File: config.mk
export PLATFORM = sky130hd
export DESIGN_NAME = msd_ctrl
export DESIGN_NICKNAME = d
export VERILOG_FILES = /design/src/hdl/msd_pkg.sv /design/src/hdl/msd_ctrl.sv
export SDC_FILE = /design/constraint.sdc
export NUM_CORES = 1
export LEC_CHECK = 0
export BUFFER_PORTS_ARGS = -buffer_cell sky130_fd_sc_hd__buf_2
export CORE_AREA = 2 2 39 41
export DETAILED_ROUTE_END_ITERATION = 8
export DIE_AREA = 0 0 41 43
export PLACE_DENSITY = 0.33
export SLEW_MARGIN = 20
export SYNTH_ARGS = -nofsm -noshare
export SYNTH_HDL_FRONTEND = slang
export SYNTH_SLANG_ARGS = --single-unit
File: constraint.sdc
create_clock -name clk_i -period 2.68 [get_ports clk_i]
set_input_delay 0.268 -clock clk_i [delete_from_list [all_inputs] [get_ports clk_i]]
set_output_delay 0.268 -clock clk_i [all_outputs]
set_load 0.05 [all_outputs]
File: src/hdl/msd_pkg.sv
package msd_pkg;

  localparam int unsigned BYTE_W     = 8;
  localparam int unsigned LEN_W      = 7;
  localparam int unsigned CMD_W      = 2;
  localparam int unsigned CFG_DATA_W = 7;
  localparam int unsigned CFG_IDX_W  = 1;
  localparam int unsigned SLOTS_W    = 5;
  localparam int unsigned SLOT_CMP_W = 9;

  typedef enum logic [CMD_W-1:0] {
    CMD_SEND    = 2'd0,
    CMD_URGENT  = 2'd1,
    CMD_GET     = 2'd2,
    CMD_GET_LEN = 2'd3
  } cmd_e;

  typedef enum logic [CFG_IDX_W-1:0] {
    REG_SLOT_BYTES   = 1'b0,
    REG_SLOTS_IN_USE = 1'b1
  } reg_idx_e;

  typedef enum logic [1:0] {
    ST_IDLE,
    ST_LEN,
    ST_BYTES
  } state_e;

  typedef struct packed {
    cmd_e              command;
    logic [BYTE_W-1:0] data_byte;
    logic              data_valid;
    logic              end_of_message;
    logic [LEN_W-1:0]  max_len;
  } msd_in_t;

  typedef struct packed {
    logic [BYTE_W-1:0] out_byte;
    logic              out_valid;
    logic              out_last;
    logic [LEN_W-1:0]  stored_len;
    logic [LEN_W-1:0]  copied_len;
  } msd_out_t;

  typedef struct packed {
    logic take_item;
    logic eval_len;
    logic read_byte;
  } ctrl_cmd_t;

  typedef struct packed {
    logic is_get;
    logic single;
    logic last_byte;
  } dp_status_t;

endpackage

File: src/hdl/msd_ctrl.sv
module msd_ctrl (
  input  logic                clk_i,
  input  logic                rst_ni,
  input  logic                start_i,
  input  msd_pkg::dp_status_t status_i,
  output msd_pkg::ctrl_cmd_t  ctrl_o,
  output logic                busy_o
);
  import msd_pkg::*;

  state_e state_q, state_d;

  always_ff @(posedge clk_i or negedge rst_ni) begin
    if (!rst_ni) begin
      state_q <= ST_IDLE;
    end else begin
      state_q <= state_d;
    end
  end

  always_comb begin
    state_d = state_q;
    ctrl_o  = '0;
    busy_o  = 1'b1;
    unique case (state_q)
      ST_IDLE: begin
        busy_o           = 1'b0;
        ctrl_o.take_item = start_i;
        if (start_i && status_i.is_get) begin
          state_d = ST_LEN;
        end
      end
      ST_LEN: begin
        ctrl_o.eval_len = 1'b1;
        state_d         = status_i.single ? ST_IDLE : ST_BYTES;
      end
      ST_BYTES: begin
        ctrl_o.read_byte = 1'b1;
        if (status_i.last_byte) begin
          state_d = ST_IDLE;
        end
      end
      default: begin
        state_d = ST_IDLE;
      end
    endcase
  end

endmodule

==> flow_metrics.py <==
metrics = {
    "detailed_routing": {
        "drtPass1Iterations": 2,
        "wl_per_cell_um": 7.179,
        "vias": 111,
        "drc": 0,
        "postRouteAntennaNets": 0,
        "drt_wl_total_um": 280,
        "avgViaCountPerCell": 2.846,
        "drtIter0Drc": 2,
    },
    "clock_network": {
        "root_buffer": "clkbuf_4",
        "cts_resized": 0,
        "path_clk_slew_ns": 0.03,
        "cts_made_buffers": 3,
        "cts_tree": "yes",
        "htree_levels": 1,
        "cts_hold_buf": 1,
        "postCtsSetupRepairBufs": 0,
        "clock_path_buffers": 2,
        "clkSinkCount": 2,
        "clk_latency_ns": 0.22,
    },
    "hold_path": {
        "hp-class": "input pin to register",
    },
    "grt": {
        "antenna_found_initial": 0,
        "grt_pass1_vias": 116,
        "grt_pass1_wl_um": 414,
        "grt.overflow.total": 0,
        "grt_use_total_pct": 4.317,
        "grt_max_degree": 5,
    },
    "power_and_ir_drop": {
        "p_total_w": 0.0001440,
        "ir_worst_vdd_v": 0.0002645,
        "p_per_area_nw_per_um2": 661.3,
        "leakagePower_nw": 0.1208,
    },
    "placement": {
        "gp_congestion": 0.4900,
        "placed_cell_area_um2": 185.2,
        "numPortBuffers": 9,
        "dp_hpwl_um": 217.4,
    },
    "timing": {
        "tns_ns": 0,
        "max_freq_ghz": 0.6983,
        "rsz0062_at_grt": "false",
        "whs_ns": 0.2497,
        "fin_skew_ns": 0.0001894,
        "finalSetupViolations": 0,
        "fin_crit_ns": 1.432,
        "drv_slew": 0,
        "worstMarginPinSlew_ns": 0.2490,
        "finalCritPeriodShare_pct": 53.44,
        "finalHoldViolCount": 0,
        "max-slew-margin-rel_pct": 83.52,
    },
    "cells_and_area": {
        "syn_to_final_growth_pct": 81.25,
        "diodes": 0,
        "final_cell_area_um2": 217.7,
        "fin_nets": 31,
        "drive_gt1_share_pct": 73.91,
        "fillers": 152,
        "regMostFlops": "state_q",
        "reg_top3": "state_q x2",
        "largest_reg_flops": 2,
    },
    "floorplanning": {
        "num_rows": 14,
        "die_area_um2": 1763,
        "core_um2": 1384,
        "die_width_um": 41,
        "die_h_um": 43,
        "ios": 10,
        "initial_core_util_pct": 8.680,
    },
    "yosys": {
        "ys_ff_latch": 2,
        "synth_area_um2": 120.1,
        "syn_inst": 10,
        "synth_cell_types": 7,
        "synth_nets": 16,
        "synth_area_leaders": "dfrtp_1 42%, nor2b_4 23%, nor3b_2 10%",
        "synth_top_area_share_pct": 41.67,
        "ys_seq_area_share_pct": 41.67,
        "ys_warn_count": 0,
        "synth_top_area_cell": "dfrtp_1",
        "avgSynthCellArea_um2": 12.01,
    },
    "worst_setup_path": {
        "max_stage_delay_ns": 0.42,
        "worstPathBufferInverterCount": 1,
        "path_delay_family": "flip-flops",
        "slowest_stage": "dfrtp_1",
        "critPathLaunchType": "register",
        "cp.required_ns": 2.41,
        "path_cells": "nor3b_2 -> buf_2",
        "endpoint_kind": "output pin",
        "critPathMaxFanout": 4,
        "arrival_ns": 1.16,
        "critPathKind": "register to output pin",
    },
    "job": {
        "max_cap_violations": 0,
    },
    "status": {
        "status": "completed",
    },
}
[synthesized netlist by cell type]
| library cell | number |
|---|---|
| and2_1 | 1 |
| a22o_2 | 1 |
| nor3b_2 | 1 |
| dfrtp_1 | 2 |
| inv_1 | 2 |
| or2_2 | 1 |
| nor2b_4 | 2 |
[worst paths after layout]
check	from	endpoint	slack, ns	depth (start not counted)
min in group asynchronous	rst_ni	state_q[1]$_DFFE_PN0P_	0.38	2
max reg2reg	state_q[0]$_DFFE_PN0P_	state_q[1]$_DFFE_PN0P_	1.75	2
max in group asynchronous	rst_ni	state_q[0]$_DFFE_PN0P_	2.20	2
min reg2reg	state_q[1]$_DFFE_PN0P_	state_q[0]$_DFFE_PN0P_	0.68	2
min	status_i[2]	state_q[0]$_DFFE_PN0P_	0.25	2
max	state_q[0]$_DFFE_PN0P_	ctrl_o[2]	1.25	2
[metal layers]
layer	GRT usage [%]	share of wire (%)
met1	4.823	46
met2	4.063	39
met3	1.571	14
met4	8.000	0
met5	0	0
[stage by stage]
stage | cells | setup WS (ns) | utilization (%)
floorplan | 10 | 1.273 | -
global placement | 35 | 1.491 | 13.38
detailed placement | 35 | 1.473 | 13.38
CTS | 39 | 1.227 | 15.73
global route | 39 | 1.192 | 15.73
finish | 39 | 1.248 | 15.73
[power breakdown]
part	internal, W	leakage (nW)	total (W)	switching (W)
clock	0.0000494	0.0138	0.0000662	0.0000168
sequential	0.0000327	0.0267	0.0000361	0.00000341
combinational	0.0000147	0.0803	0.0000417	0.0000270
total	0.0000967	0.121	0.000144	0.0000472
[cells by family (layout without fill, tap and decap cells)]
group                  Yosys count  after routing  share of synthesized area [%]
flip-flops                       2              2                          41.67
AND/OR/NAND/NOR                  5              5                          43.76
AO/OA/AOI/OAI                    1              1                          8.334
buffers and inverters            2             15                          6.252
[cell type report]
| class | instances | area [µm²] | share of cell area [%] |
|---|---|---|---|
| multi-input cells | 6 | 62.56 | 28.74 |
| inverters | 2 | 7.507 | 3.448 |
| clock buffers | 3 | 22.52 | 10.34 |
| well taps | 16 | 20.02 | 9.195 |
| flip-flops and latches | 2 | 50.05 | 22.99 |
| repair buffers | 10 | 55.05 | 25.29 |
[worst reg2reg max path, stage by stage (launching register included)]
cell	delay, ns
dfrtp_1	0.42
nor2b_4	0.15
a22o_2	0.25
[placed cells by master (no fill, tap or decap)]
master,n
a22o_2,1
and2_1,1
buf_2,9
clkbuf_4,3
dfrtp_1,2
dlygate4sd3_1,1
inv_1,2
nor2b_4,2
nor3b_2,1
or2_2,1
Note: power is estimated with default switching activity, not from simulation.
